<file path="src/rtl/pu_pkg.sv">
// package for the permutation unranking block: types, widths and factorial table
package pu_pkg;

  localparam int unsigned MAX_ELEMENTS = 10;
  localparam int unsigned RANK_W       = 22;
  localparam int unsigned ELEM_W       = 4;
  localparam int unsigned CNT_W        = 4;
  localparam int unsigned IDX_W        = $clog2(MAX_ELEMENTS);
  // quotient digits per position; the quotient stays below MAX_ELEMENTS
  localparam int unsigned QBITS        = 4;
  localparam int unsigned BIT_W        = $clog2(QBITS);
  // width of the shared compare/subtract unit, room for the shifted divisor
  localparam int unsigned CMP_W        = RANK_W + QBITS - 1;

  localparam logic [CNT_W-1:0] MIN_COUNT   = CNT_W'(2);
  localparam logic [CNT_W-1:0] MAX_COUNT   = CNT_W'(MAX_ELEMENTS);
  localparam logic [CNT_W-1:0] RESET_COUNT = CNT_W'(10);

  // factorials 0! .. 10!, unused codes read as zero
  localparam logic [RANK_W-1:0] FACT [16] = '{
    22'd1, 22'd1, 22'd2, 22'd6, 22'd24, 22'd120, 22'd720, 22'd5040,
    22'd40320, 22'd362880, 22'd3628800, 22'd0, 22'd0, 22'd0, 22'd0, 22'd0
  };

  typedef enum logic [2:0] {
    S_IDLE,
    S_CHECK,
    S_DIVIDE,
    S_EMIT,
    S_BAD
  } state_e;

  // result of the shared compare/subtract unit
  typedef struct packed {
    logic             ge;
    logic [CMP_W-1:0] diff;
  } cmp_res_t;

endpackage

</file>
<file path="src/rtl/pu_cmp_sub.sv">
// shared compare and subtract unit: a >= b flag and a - b
module pu_cmp_sub (
  input  logic [pu_pkg::CMP_W-1:0] a_i,
  input  logic [pu_pkg::CMP_W-1:0] b_i,
  output pu_pkg::cmp_res_t         res_o
);

  logic [pu_pkg::CMP_W:0] sub;

  // one wide subtract, borrow gives the compare
  assign sub        = {1'b0, a_i} - {1'b0, b_i};
  assign res_o.ge   = ~sub[pu_pkg::CMP_W];
  assign res_o.diff = sub[pu_pkg::CMP_W-1:0];

endmodule

</file>
<file path="src/rtl/permutation_unrank_top.sv">
// top level of the lexicographic permutation unranking block
// each element is picked by restoring division, one quotient step per cycle in the
//   shared compare/subtract unit; a new rank is stalled until the previous one is done
// a rank at or above n! gives one flagged result instead of elements
// output stalls hold the sequencer; reset (rst_ni low, async) idles it and sets count to 10
module permutation_unrank_top (
  input  logic                       clk_i,
  input  logic                       rst_ni,
  // rank transactions
  input  logic                       in_valid_i,
  output logic                       in_stall_o,
  input  logic [pu_pkg::RANK_W-1:0]  rank_i,
  // element transactions
  output logic                       out_valid_o,
  input  logic                       out_stall_i,
  output logic [pu_pkg::ELEM_W-1:0]  element_o,
  output logic                       last_o,
  output logic                       bad_rank_o,
  // configuration write
  input  logic                       cfg_valid_i,
  output logic                       cfg_ready_o,
  input  logic [pu_pkg::CNT_W-1:0]   cfg_element_count_i
);

  pu_pkg::state_e                state_q, state_d;
  logic [pu_pkg::CNT_W-1:0]      count_q;
  logic [pu_pkg::RANK_W-1:0]     r_q, r_d;
  logic [pu_pkg::CNT_W-1:0]      n_q, n_d;
  logic [pu_pkg::CNT_W-1:0]      left_q, left_d;
  logic [pu_pkg::QBITS-1:0]      q_q, q_d;
  logic [pu_pkg::BIT_W-1:0]      bit_q, bit_d;
  logic [pu_pkg::ELEM_W-1:0]     pool_q [pu_pkg::MAX_ELEMENTS];
  logic [pu_pkg::ELEM_W-1:0]     pool_d [pu_pkg::MAX_ELEMENTS];
  logic                          out_valid_q, out_valid_d;
  logic [pu_pkg::ELEM_W-1:0]     element_q, element_d;
  logic                          last_q, last_d;
  logic                          bad_q, bad_d;

  logic                          in_accept;
  logic                          slot_free;
  logic [pu_pkg::CNT_W-1:0]      eff_count;
  logic [pu_pkg::CNT_W-1:0]      left_m1;
  logic [pu_pkg::IDX_W-1:0]      qi;
  logic [pu_pkg::CMP_W-1:0]      cmp_a, cmp_b;
  pu_pkg::cmp_res_t              cmp_res;

  assign in_accept   = in_valid_i && !in_stall_o;
  assign slot_free   = !out_valid_q || !out_stall_i;
  assign in_stall_o  = (state_q != pu_pkg::S_IDLE);
  assign cfg_ready_o = (state_q == pu_pkg::S_IDLE);

  assign out_valid_o = out_valid_q;
  assign element_o   = element_q;
  assign last_o      = last_q;
  assign bad_rank_o  = bad_q;

  // clamp the register into the supported element range
  always_comb begin
    eff_count = count_q;
    if (count_q < pu_pkg::MIN_COUNT) eff_count = pu_pkg::MIN_COUNT;
    if (count_q > pu_pkg::MAX_COUNT) eff_count = pu_pkg::MAX_COUNT;
  end

  assign left_m1 = left_q - pu_pkg::CNT_W'(1);

  // pick index, clamped below the number of elements left
  always_comb begin
    if (q_q >= left_q) qi = pu_pkg::IDX_W'(left_m1);
    else               qi = pu_pkg::IDX_W'(q_q);
  end

  // operand select for the shared unit: n! range check or shifted divisor
  assign cmp_a = pu_pkg::CMP_W'(r_q);
  always_comb begin
    if (state_q == pu_pkg::S_CHECK) begin
      cmp_b = pu_pkg::CMP_W'(pu_pkg::FACT[n_q]);
    end else begin
      cmp_b = pu_pkg::CMP_W'(pu_pkg::FACT[left_m1]) << bit_q;
    end
  end

  pu_cmp_sub u_cmp_sub (
    .a_i   (cmp_a),
    .b_i   (cmp_b),
    .res_o (cmp_res)
  );

  // next state
  always_comb begin
    state_d = state_q;
    case (state_q)
      pu_pkg::S_IDLE: begin
        if (in_accept) state_d = pu_pkg::S_CHECK;
      end
      pu_pkg::S_CHECK: begin
        if (cmp_res.ge) state_d = pu_pkg::S_BAD;
        else            state_d = pu_pkg::S_DIVIDE;
      end
      pu_pkg::S_DIVIDE: begin
        if (bit_q == '0) state_d = pu_pkg::S_EMIT;
      end
      pu_pkg::S_EMIT: begin
        if (slot_free) begin
          if (left_q == pu_pkg::CNT_W'(1)) state_d = pu_pkg::S_IDLE;
          else                             state_d = pu_pkg::S_DIVIDE;
        end
      end
      pu_pkg::S_BAD: begin
        if (slot_free) state_d = pu_pkg::S_IDLE;
      end
      default: state_d = pu_pkg::S_IDLE;
    endcase
  end

  // datapath and output register updates
  always_comb begin
    r_d         = r_q;
    n_d         = n_q;
    left_d      = left_q;
    q_d         = q_q;
    bit_d       = bit_q;
    pool_d      = pool_q;
    out_valid_d = out_valid_q && out_stall_i;
    element_d   = element_q;
    last_d      = last_q;
    bad_d       = bad_q;
    case (state_q)
      pu_pkg::S_IDLE: begin
        if (in_accept) begin
          r_d    = rank_i;
          n_d    = eff_count;
          left_d = eff_count;
          for (int i = 0; i < pu_pkg::MAX_ELEMENTS; i++) begin
            pool_d[i] = pu_pkg::ELEM_W'(i);
          end
        end
      end
      pu_pkg::S_CHECK: begin
        q_d   = '0;
        bit_d = pu_pkg::BIT_W'(pu_pkg::QBITS - 1);
      end
      pu_pkg::S_DIVIDE: begin
        // one restoring quotient bit per cycle
        if (cmp_res.ge) begin
          r_d        = cmp_res.diff[pu_pkg::RANK_W-1:0];
          q_d[bit_q] = 1'b1;
        end
        bit_d = bit_q - pu_pkg::BIT_W'(1);
      end
      pu_pkg::S_EMIT: begin
        if (slot_free) begin
          out_valid_d = 1'b1;
          element_d   = pool_q[qi];
          last_d      = (left_q == pu_pkg::CNT_W'(1));
          bad_d       = 1'b0;
          // close the gap left by the picked element
          for (int i = 0; i < pu_pkg::MAX_ELEMENTS - 1; i++) begin
            if (pu_pkg::IDX_W'(i) >= qi) pool_d[i] = pool_q[i+1];
          end
          left_d = left_m1;
          q_d    = '0;
          bit_d  = pu_pkg::BIT_W'(pu_pkg::QBITS - 1);
        end
      end
      pu_pkg::S_BAD: begin
        if (slot_free) begin
          out_valid_d = 1'b1;
          element_d   = '0;
          last_d      = 1'b1;
          bad_d       = 1'b1;
        end
      end
      default: ;
    endcase
  end

  // control registers
  always_ff @(posedge clk_i or negedge rst_ni) begin
    if (!rst_ni) begin
      state_q     <= pu_pkg::S_IDLE;
      out_valid_q <= 1'b0;
      count_q     <= pu_pkg::RESET_COUNT;
    end else begin
      state_q     <= state_d;
      out_valid_q <= out_valid_d;
      if (cfg_valid_i && cfg_ready_o) count_q <= cfg_element_count_i;
    end
  end

  // payload registers
  always_ff @(posedge clk_i) begin
    r_q       <= r_d;
    n_q       <= n_d;
    left_q    <= left_d;
    q_q       <= q_d;
    bit_q     <= bit_d;
    pool_q    <= pool_d;
    element_q <= element_d;
    last_q    <= last_d;
    bad_q     <= bad_d;
  end

endmodule

</file>
<file path="config.mk">
export PLATFORM = sky130hd
export DESIGN_NAME = permutation_unrank_top
export DESIGN_NICKNAME = d
export VERILOG_FILES = /design/src/rtl/pu_pkg.sv /design/src/rtl/pu_cmp_sub.sv /design/src/rtl/permutation_unrank_top.sv
export SDC_FILE = /design/constraint.sdc
export NUM_CORES = 1
export LEC_CHECK = 0
export BUFFER_PORTS_ARGS = -buffer_cell sky130_fd_sc_hd__buf_2
export CAP_MARGIN = 30
export CORE_MARGIN = 2
export CORE_UTILIZATION = 40
export CTS_CLUSTER_DIAMETER = 200
export DETAILED_ROUTE_END_ITERATION = 6
export PLACE_DENSITY = 0.57
export SYNTH_ARGS = -nofsm -noshare
export SYNTH_HDL_FRONTEND = slang
export SYNTH_HIERARCHICAL = 1
export SYNTH_SLANG_ARGS = --single-unit
</file>
<file path="constraint.sdc">
create_clock -name clk_i -period 14.11 [get_ports clk_i]
set_input_delay 1.411 -clock clk_i [delete_from_list [all_inputs] [get_ports clk_i]]
set_output_delay 1.411 -clock clk_i [all_outputs]
set_load 0.1 [all_outputs]
</file>
# Word level (Yosys, flattened, before mapping)
# Memories as Yosys holds them, arrays and structs flattened.
# Index checks and enable logic that the tools add are counted.
# totals
mem_count	2
elab_cells	150
mem_bits_ro	704
inputBits	31
output_inout_bits	9
reg_bits	86
# mem_list
name	words	width	read_ports	rd_ports_with_merged_regs	wr	line_no	rtl
(no name shown)	16	22	1	0	0	permutation_unrank_top.sv:78	cmp_b = pu_pkg::CMP_W'(pu_pkg::FACT[left_m1]) << bit_q;
(no name shown)	16	22	1	0	0	permutation_unrank_top.sv:76	cmp_b = pu_pkg::CMP_W'(pu_pkg::FACT[n_q]);
# op_classes
mux	52
order_cmp	17
n_addsub	3
bitwise_logic	4
shift	1
n_reduce_logical	32
n_eq_ne	19
# op_table
operator	count
$mux W22	6
$mux W4	19
$pmux W36 S2	1
$pmux W22 S2	1
$mux W40	1
$reduce_and A4 Y1	10
$mux W36	1
$ne A2 B2 Y1 const B	13
$sub A22 B25 Y26	1
$mux W25	1
$shl A22 B2 Y25	1
$bmux W4 S4	1
$ge A3 B4 Y1 const A	4
$pmux W4 S2	2
$ge A5 B5 Y1 const B	3
$mux W3	5
$not A4 Y5	3
$pmux W3 S5	1
$pmux W4 S3	1
$reduce_and A3 Y1	4
$ge A1 B4 Y1 const A	2
$ge A2 B4 Y1 const A	2
$eq A3 B2 Y1 const B	2
$mux W1	6
other kinds (26)	37

# Longest topological paths before layout
# Gate-level depths: netlist of run 1.
# logic_depth
ltp_word	10
mapped_depth	22
ltp_nobuf	20

# Hierarchy
# The synthesis of run 1 kept the hierarchy.
# by_module_without_submodules
module	n_inst	seq_area_each_um2	area_per_inst_um2	cells_each
permutation_unrank_top	1	2394.8	4959.8	495
pu_cmp_sub	1	0.0	1505.2	217

# Worst setup path before layout of run 1
# OpenSTA, ideal clock, no wires.
# synth_path
path_kind	register to register
start	register left_q[0] (netlist bit)
end	register r_q[0] (netlist bit) (enable)
setup_ns	0.378
path_slack_ns	9.422
stages_incl_launch_ff	18
required_time_ns	13.732
arrival_time_ns	4.311
path_buffers	2
synth_period_minus_slack_ns	4.688
cell_sequence	edfxtp_1 buf_2 inv_1 ha_1 ha_1 or3_1 clkbuf_1 or3_1 a31oi_1 inv_1 ha_1 nand4_1 nor4_1 o31ai_2 a31oi_4 nand2_1 a21oi_1 a21o_1
# synth_via
elab_chain_len	10
# synth_rtl
item	line_no	rtl
from (decl)	permutation_unrank_top.sv:29	logic [pu_pkg::CNT_W-1:0] left_q, left_d;
from (signal assigned)	permutation_unrank_top.sv:194	left_q <= left_d;
$sub A4 B1 Y4	permutation_unrank_top.sv:64	assign left_m1 = left_q - pu_pkg::CNT_W'(1);
$not A4 Y5 (not written as such)	permutation_unrank_top.sv:78	
$mem_v2 Z16 W22	n/a	
$mux W22 (not written as such) (2 in series)	permutation_unrank_top.sv:78	
$shl A22 B2 Y25	permutation_unrank_top.sv:78	
$mux W25	permutation_unrank_top.sv:75	if (state_q == pu_pkg::S_CHECK) begin
named net cmp_b (one bit)	permutation_unrank_top.sv:44	logic [pu_pkg::CMP_W-1:0] cmp_a, cmp_b;
$sub A22 B25 Y26	pu_cmp_sub.sv:11	assign sub = {1'b0, a_i} - {1'b0, b_i};
$ne A2 B2 Y1 (no line)	n/a	
$reduce_and A3 Y1 (no line)	n/a	
to (signal assigned)	permutation_unrank_top.sv:192	r_q <= r_d;
to (decl)	permutation_unrank_top.sv:27	logic [pu_pkg::RANK_W-1:0] r_q, r_d;
# The timed path passes the listed nets, and every way through them passes these cells. The select of a mux whose other input is x is not followed.
# A chain may end at the register's enable or synchronous reset.

# Worst setup path after layout of run 1
# layout_path
start	register left_q[0] (netlist bit)
end	register r_q[15] (netlist bit) (enable)
# Same word-level chain as after synthesis.

==> impl_metrics.tcl, run 1 <==
set metrics [dict create \
    clock.fmax_mhz 172 \
    layout-drive-gt1-share_pct 15.6 \
    critPathKind "flop to flop" \
    max_slew.worst_pin.slew_ns 1.04 \
    cts_hold_buf 0 \
    clockRootBuffer "clkbuf_16" \
    worstPathArrival_ns 5.85 \
    n_antenna_cell 0 \
    avgViaCountPerCell 5.67 \
    pin_count_of_the_biggest_net_entering_global_routing 33 \
    worst_path_required_ns 14.16 \
    crit_path_frequent_cell "ha_1" \
    first_iter_violations 448 \
    final_net_count 783 \
    grt_pass1_vias 5138 \
    final.min_clock_period_ns 5.80 \
    area.growth.synth_to_final_pct 9.91 \
    slew_violations 0 \
    wirelength_um 16000 \
    design.portCount 40 \
    post_synth_inst_count 688 \
    syn_area_per_cell_um2 9.17 \
    dp.final_hpwl_um 12100 \
    drt_pass1_iterations 5 \
    fin_setup_tns_ns 0 \
    stdcell_area_um2 6940 \
    synth.yosys.warnings 6 \
    port_buffers 39 \
    cts-root-to-sink-buffers 2 \
    max-slew-margin-rel_pct 30.4 \
    number_of_rows_created_at_floorplan 45 \
    post_cts_setup_repair_bufs 0 \
    netlist_area_um2 6310 \
    timing.critical_path.cells "inv_1 > ha_1 > ha_1 > o21ai_1 > o221ai_1 > o21ai_0 > o21ai_0 > a2bb2oi_1 > inv_1 > ha_1 > nand4_1 > nor4_1 > o31ai_2 > a31oi_4 > nand2_1 > a21oi_1 > a21o_1 > buf_16" \
    min-delay-path-class "flop to flop" \
    grt_overflow_total 0 \
    die_height_um 130 \
    worst_path_max_delay_cell "edfxtp_1" \
    grt_setup_unrepaired "no" \
    timing.final.hold_violations 0 \
    critPathMaxStageDelay_ns 0.59 \
    clock_tree.htree_level_count 3 \
    tritoncts "built" \
    cpLargestDelayFamily "compound AO/OA/AOI/OAI gates" \
    grt_first_pass_wirelength_um 26500 \
    numClockSinks 81 \
    die_ar_um2 16800 \
    clk_pin_slew_worst_paths_ns 0.06 \
    detailed_place.area_um2 6670 \
    post-route-util_pct 45.3 \
    maxCapViolCount 0 \
    timing.clock.skew_ns 0.00904 \
    ctsResizeCount 0 \
    crit_fanout 16 \
    setup_viol_count_final 0 \
    postRouteAntennaNets 0 \
    core-area_um2 15300 \
    critPathLaunchType "flop" \
    drc 0 \
    cp-end-kind "flop" \
    effective_utilization_at_floorplan_pct 41.2 \
    worst-path-buf-inv 3 \
    cts-buffers-inserted 9 \
    gp_congestion 0.960 \
    finalCritPeriodShare_pct 41.1 \
    insertion_delay_ns 0.35 \
    status "complete, no violations" \
    antenna_found_initial 0 \
    track_usage_pct 20.2 \
    routedWlPerCell_um 17.4 \
    dr_total_vias 5237 \
    fp.dieW_um 130 \
]
-- layout by cell type (no fill, tap or decap), types with 9 or more instances in the layout --
cell type,n
nor2b_1,10
nand3_1,24
nor2_1,53
ha_1,43
xnor2_1,10
xor2_1,10
buf_2,39
nand2_1,67
mux2_2,30
and2_1,17
o21ai_0,41
a21o_1,11
clkbuf_16,9
o21a_1,9
nor3_1,12
inv_1,57
edfxtp_1,73
a21oi_1,41
or3_1,14
-- metal layers --
metal  wire length [um]  global-route usage [%]  part of all wire, %
met1               7810                    30.2                   49
met2               6880                    29.4                   43
met3               1060                    3.26                  6.6
met4                283                    7.02                  1.8
met5                  0                       0                    0
-- stage by stage --
| stage | hold slack, ns | setup WS [ns] | cells |
|---|---|---|---|
| after floorplan | 0.472 | 9.42 | 690 |
| after global placement | 0.485 | 8.31 | 907 |
| after detailed placement | 0.498 | 8.40 | 908 |
| after CTS | 0.512 | 8.36 | 924 |
| after global routing | 0.542 | 7.78 | 924 |
| final | 0.505 | 8.31 | 924 |
-- flip-flops by register name (all words and copies together) (netlist names) --
| name | flops |
|---|---|
| pool_q | 31 |
| n_q | 4 |
| bit_q | 2 |
| r_q | 22 |
| out_valid_o | 1 |
| left_q | 4 |
| element_o | 4 |
| bad_rank_o | 1 |
| count_q | 4 |
| q_q | 4 |
| last_o | 1 |
| state_q | 3 |
-- final timing paths --
kind	endpoint	slack (ns)	start	depth (start not counted)
setup / recovery	r_q[15]	8.31	left_q[0]	18
hold / removal	count_q[0]	0.50	count_q[0]	1
setup reg to reg	r_q[15]	8.31	left_q[0]	18
hold reg to reg	count_q[0]	0.50	count_q[0]	1
max in group asynchronous	count_q[1]	12.98	rst_ni	1
min in group asynchronous	state_q[0]	0.89	rst_ni	1
-- cell type report --
cell class                      instances  area (um^2)
Clock buffer                            9          225
Clock inverter                          7         45.0
Fill cell                            1523         8380
Inverter                               58          218
Multi-Input combinational cell        517         3560
Sequential cell                        81         2390
Tap cell                              211          264
Timing Repair Buffer                   41          230
-- worst register-to-register path, cell delays in order (launching register included) --
cell and delay [ns]:
edfxtp_1 0.59, inv_1 0.25, ha_1 0.32, ha_1 0.58, o21ai_1 0.35, o221ai_1 0.32
o21ai_0 0.12, o21ai_0 0.22, a2bb2oi_1 0.17, inv_1 0.06, ha_1 0.39, nand4_1 0.18
nor4_1 0.36, o31ai_2 0.16, a31oi_4 0.24, nand2_1 0.08, a21oi_1 0.40, a21o_1 0.48
buf_16 0.21
Power of run 1 is not shown: default switching activity piles up to over one toggle a cycle in this logic, so the estimate is an artifact.
==> run 2: changes to the inputs <==
==> constraint.sdc (replaced) <==
create_clock -name clk_i -period 5.4 [get_ports clk_i]
set_input_delay 0.54 -clock clk_i [delete_from_list [all_inputs] [get_ports clk_i]]
set_output_delay 0.54 -clock clk_i [all_outputs]
set_load 0.1 [all_outputs]
==> run 2 against run 1 <==
Compared with the run above:
- final cell count rose by 0.76%
- maximum frequency rose by 21%
- worst setup slack got worse by 7.7 ns
- critical path depth did not move
- first-iteration DRC count rose by 9.8%
- clock skew fell by 0.0014 ns
- non-clock buffer count rose by 8
- register-to-register slack got worse by 7.7 ns
- critical endpoint is now r_q[19]
==> impl_metrics.tcl, run 2 (synthesized netlist as in run 1, its figures left out) <==
set metrics [dict create \
    status "complete, no violations" \
    core-area_um2 15300 \
    design.portCount 40 \
    reg2reg_setup_slack_ns 0.61 \
    cp-end-kind "flop" \
    n_antenna_cell 0 \
    worst_path_required_ns 5.45 \
    die_ar_um2 16800 \
    largest_register_ffs 31 \
    postRouteAntennaNets 0 \
    timing.final.hold_violations 0 \
    max-slew-margin-rel_pct 36.0 \
    cts_hold_buf 0 \
    wl_met1_um 7890 \
    grt_overflow_total 0 \
    setup_viol_count_final 0 \
    critical_path.reg2reg.startpoint "left_q[1]" \
    dp.final_hpwl_um 12100 \
    area.growth.synth_to_final_pct 10.6 \
    pin_count_of_the_biggest_net_entering_global_routing 30 \
    first_iter_violations 492 \
    drt_pass1_iterations 5 \
    worstPathArrival_ns 4.84 \
    grt_first_pass_wirelength_um 26000 \
    finalCritPeriodShare_pct 88.7 \
    port_buffers 39 \
    dr_wl_met3_um 810 \
    tritoncts "built" \
    insertion_delay_ns 0.35 \
    gp_congestion 0.929 \
    post_cts_setup_repair_bufs 0 \
    layout.cells.most_common "edfxtp_1" \
    drc 0 \
    clockRootBuffer "clkbuf_16" \
    grt_setup_unrepaired "no" \
    regs_by_ff_count "pool_q x31, r_q x22" \
    final_net_count 791 \
    routedWlPerCell_um 17.0 \
    max_slew.worst_pin.slew_ns 0.960 \
    slew_violations 0 \
    cts-buffers-inserted 9 \
    most-common-layout-cells "edfxtp_1, nand2_1, inv_1, nor2_1, ha_1" \
    clock.fmax_mhz 209 \
    critPathKind "flop to flop" \
    critical_path.startpoint "left_q[1]" \
    number_of_rows_created_at_floorplan 45 \
    max_flop_register "pool_q" \
    fin_setup_tns_ns 0 \
    crit_fanout 22 \
    highest-signal-layer "met4" \
    timing.clock.skew_ns 0.00767 \
    critPathLaunchType "flop" \
    track_usage_pct 19.7 \
    cts-root-to-sink-buffers 2 \
    antenna_found_initial 0 \
    layout-drive-gt1-share_pct 16.3 \
    wirelength_um 15800 \
    detailed_routed_wire_length_on_met2_um 6820 \
    fp.dieW_um 130 \
    final.min_clock_period_ns 4.79 \
    die_height_um 130 \
    min-delay-path-class "input pin to asynchronous set/reset pin" \
    clk_pin_slew_worst_paths_ns 0.06 \
    dr_total_vias 5235 \
    numClockSinks 81 \
    effective_utilization_at_floorplan_pct 41.2 \
    grt_pass1_vias 5000 \
    maxCapViolCount 0 \
    clock_tree.htree_level_count 3 \
    avgViaCountPerCell 5.62 \
]
==> run 2: changes by cell type in the layout (fill, tap and decap cells not counted), sizes merged <==
cell	delta
buf	+8
clkinv	-4
clkinvlp	+2
clkbuf	+1
==> run 2: final timing paths <==
path	end	cells past startpoint
worst min-delay path	state_q[0]	1
min in group clk_i	count_q[0]	2
worst max-delay path	r_q[19]	18
worst max register to register	r_q[19]	18
max in group asynchronous	count_q[1]	1
worst min register to register	count_q[0]	1
==> run 2: layer usage <==
layer / global-route usage, % / up-vias
met5: 0 / -
met4: 6.96 / 0
met3: 3.51 / 17
met2: 29.4 / 140
met1: 28.7 / 2515
li1: - / 2563
==> run 2: through the flow <==
stage / setup slack, ns / instance area [um^2] / utilization [%] / hold WS (ns) / cells
final: 0.608 / 6980 / 45.6 / 0.0164 / 931
after CTS: 0.465 / 6980 / 45.6 / 0.0128 / 931
after floorplan: 0.712 / 6320 / - / 0.244 / 690
after global routing: 0.110 / 6980 / 45.6 / 0.0145 / 931
after detailed placement: 0.485 / 6720 / 43.9 / 0.394 / 916
after global placement: 0.621 / 6720 / 43.9 / 0.390 / 916
==> run 2: cell type report <==
cell class	instances	area (um^2)
Sequential cell	81	2390
Timing Repair Buffer	49	283
Clock buffer	10	229
Inverter	58	218
Fill cell	1505	8330
Tap cell	211	264
Multi-Input combinational cell	517	3560
Clock inverter	5	31.3
==> run 2: worst max-delay path, stage by stage, from the launching register on <==
cell	delay, ns
edfxtp_1	0.50
inv_1	0.16
ha_1	0.26
ha_1	0.37
o21ai_1	0.27
o221ai_1	0.28
o21ai_0	0.12
o21ai_0	0.17
a2bb2oi_1	0.17
inv_1	0.06
ha_1	0.39
nand4_1	0.18
nor4_1	0.35
o31ai_2	0.17
a31oi_4	0.24
nand2_1	0.10
a21oi_2	0.28
a21o_1	0.20
buf_12	0.18
==> run 2: timing repair <==
item | CTS | global route
gates resized for setup | 0 | 1
setup endpoints to repair | 0 | 19
endpoints found under the hold margin | 0 | 0
Power of run 2 is left out for the same reason.
==> run 3: changes to the inputs <==
==> constraint.sdc (replaced) <==
create_clock -name clk_i -period 5.6 [get_ports clk_i]
set_input_delay 0.56 -clock clk_i [delete_from_list [all_inputs] [get_ports clk_i]]
set_output_delay 0.56 -clock clk_i [all_outputs]
set_load 0.1 [all_outputs]
==> run 3 against run 2 <==
Compared with the run above:
- final cell count unchanged
- wire length rose by 1.0%
- global-route usage grew 0.10 points
- hold slack improved by 0.019 ns
- die area stayed put
- highest routed layer unchanged
- via count grew 0.90%
- critical path depth grew 1
- sequential cell count is the same
- sequential share of layout area decreased by 0.13 points
- worst setup slack worse by 0.19 ns
- count of clock-buffer cells in the layout is 3 higher
- cell area is 0.39% higher
==> impl_metrics.tcl, run 3 (synthesized netlist as in run 1, its figures left out) <==
set metrics [dict create \
    status "complete, no violations" \
    n_antenna_cell 0 \
    routedWlPerCell_um 17.2 \
    track_usage_pct 19.8 \
    most-common-layout-cells "edfxtp_1, nand2_1, inv_1, nor2_1, ha_1" \
    max-slew-margin-rel_pct 43.3 \
    max_flop_register "pool_q" \
    dr_total_vias 5282 \
    layout-drive-gt1-share_pct 16.1 \
    post-route-util_pct 45.8 \
    global_route.usage.met1_pct 29.3 \
    critPathKind "flop to flop" \
    effective_utilization_at_floorplan_pct 41.2 \
    detailed_place.area_um2 6700 \
    wirelength_um 16000 \
    area.growth.synth_to_final_pct 11.1 \
    setup_viol_count_final 0 \
    clockRootBuffer "clkbuf_16" \
    largest_register_ffs 31 \
    port_buffers 39 \
    die_ar_um2 16800 \
    max_slew.worst_pin.slew_ns 0.850 \
    core-area_um2 15300 \
    critPathLaunchType "flop" \
    timing.clock.skew_ns 0.00878 \
    grt_first_pass_wirelength_um 25900 \
    tritoncts "built" \
    final_net_count 790 \
    worstPathArrival_ns 5.19 \
    grt_setup_unrepaired "no" \
    fin_setup_tns_ns 0 \
    regs_by_ff_count "pool_q x31, r_q x22" \
    postRouteAntennaNets 0 \
    global_route.usage.met2_pct 29.2 \
    cts-root-to-sink-buffers 2 \
    clock.fmax_mhz 193 \
    regArea_um2 2390 \
    grt_pass1_vias 4979 \
    min-delay-path-class "input pin to asynchronous set/reset pin" \
    finalCritPeriodShare_pct 92.6 \
    design.portCount 40 \
    dp.final_hpwl_um 12000 \
    drc 0 \
    stdcell_area_um2 7010 \
    placedCellCount 915 \
    first_iter_violations 458 \
    n_fill_cell 1541 \
    layout.cells.most_common "edfxtp_1" \
    slew_violations 0 \
    worst_path_required_ns 5.61 \
    clk_pin_slew_worst_paths_ns 0.06 \
    cp-end-kind "flop" \
    top_usage_layer "met1" \
    numClockSinks 81 \
    avgViaCountPerCell 5.67 \
    final.min_clock_period_ns 5.18 \
    grt_util_met3_pct 3.22 \
    drt_pass1_iterations 5 \
    grt_overflow_total 0 \
    clock_tree.htree_level_count 3 \
    antenna_found_initial 0 \
    multi_input_comb_area_um2 3560 \
    final-instance-count-excl-fill 931 \
    number_of_rows_created_at_floorplan 45 \
    die_height_um 130 \
    fp.dieW_um 130 \
    gp_congestion 0.962 \
    insertion_delay_ns 0.35 \
    pin_count_of_the_biggest_net_entering_global_routing 30 \
    cts_hold_buf 0 \
    cts-buffers-inserted 9 \
    crit_fanout 22 \
    maxCapViolCount 0 \
    timing.final.hold_violations 0 \
]
run 3: layer usage:
layer | routed length (um) | vias up
li1 | - | 2570
met1 | 8030 | 2551
met2 | 6920 | 146
met3 | 747 | 15
met4 | 283 | 0
met5 | 0 | -
run 3: worst paths after layout:
kind | start | slack (ns) | endpoint | depth (start not counted)
max reg2reg | left_q[1] | 0.42 | r_q[17] | 19
min | rst_ni | 0.04 | state_q[1] | 1
min in group clk_i | cfg_element_count_i[3] | 0.44 | count_q[3] | 2
max | left_q[1] | 0.42 | r_q[17] | 19
min reg2reg | count_q[0] | 0.52 | count_q[0] | 1
max in group asynchronous | rst_ni | 5.33 | count_q[1] | 1
run 3: metrics by stage:
step / hold slack (ns) / worst slack [ns]
finish: 0.0358 / 0.416
global route: 0.0375 / 0.0651
CTS: 0.0358 / 0.388
detailed placement: 0.414 / 0.402
global placement: 0.407 / 0.591
floorplan: 0.264 / 0.912
run 3: cell type report:
cell class / count / share of cell area [%]
Multi-Input combinational cell: 517 / 50.8
Sequential cell: 81 / 34.2
Tap cell: 211 / 3.77
Timing Repair Buffer: 48 / 3.75
Clock buffer: 13 / 3.43
Inverter: 58 / 3.11
Clock inverter: 3 / 0.982
run 3: worst max-delay path: stages, from the launching register on:
cell and delay (ns):
edfxtp_1 0.50, inv_1 0.15, ha_1 0.26, ha_2 0.50, o21ai_1 0.10, buf_4 0.18
o221ai_1 0.19, o21ai_0 0.12, o21ai_0 0.17, a2bb2oi_1 0.18, inv_1 0.07, ha_1 0.40
nand4_1 0.18, nor4_1 0.36, o31ai_2 0.17, a31oi_4 0.24, nand2_1 0.08, a21oi_1 0.43
a21o_1 0.18, buf_4 0.33
run 3: repair_timing:
action                     4_1_cts  5_1_grt
setup endpoints to repair        0       22
setup buffers                    0        0
gates resized for setup          0        1
Power of run 3 is left out for the same reason.
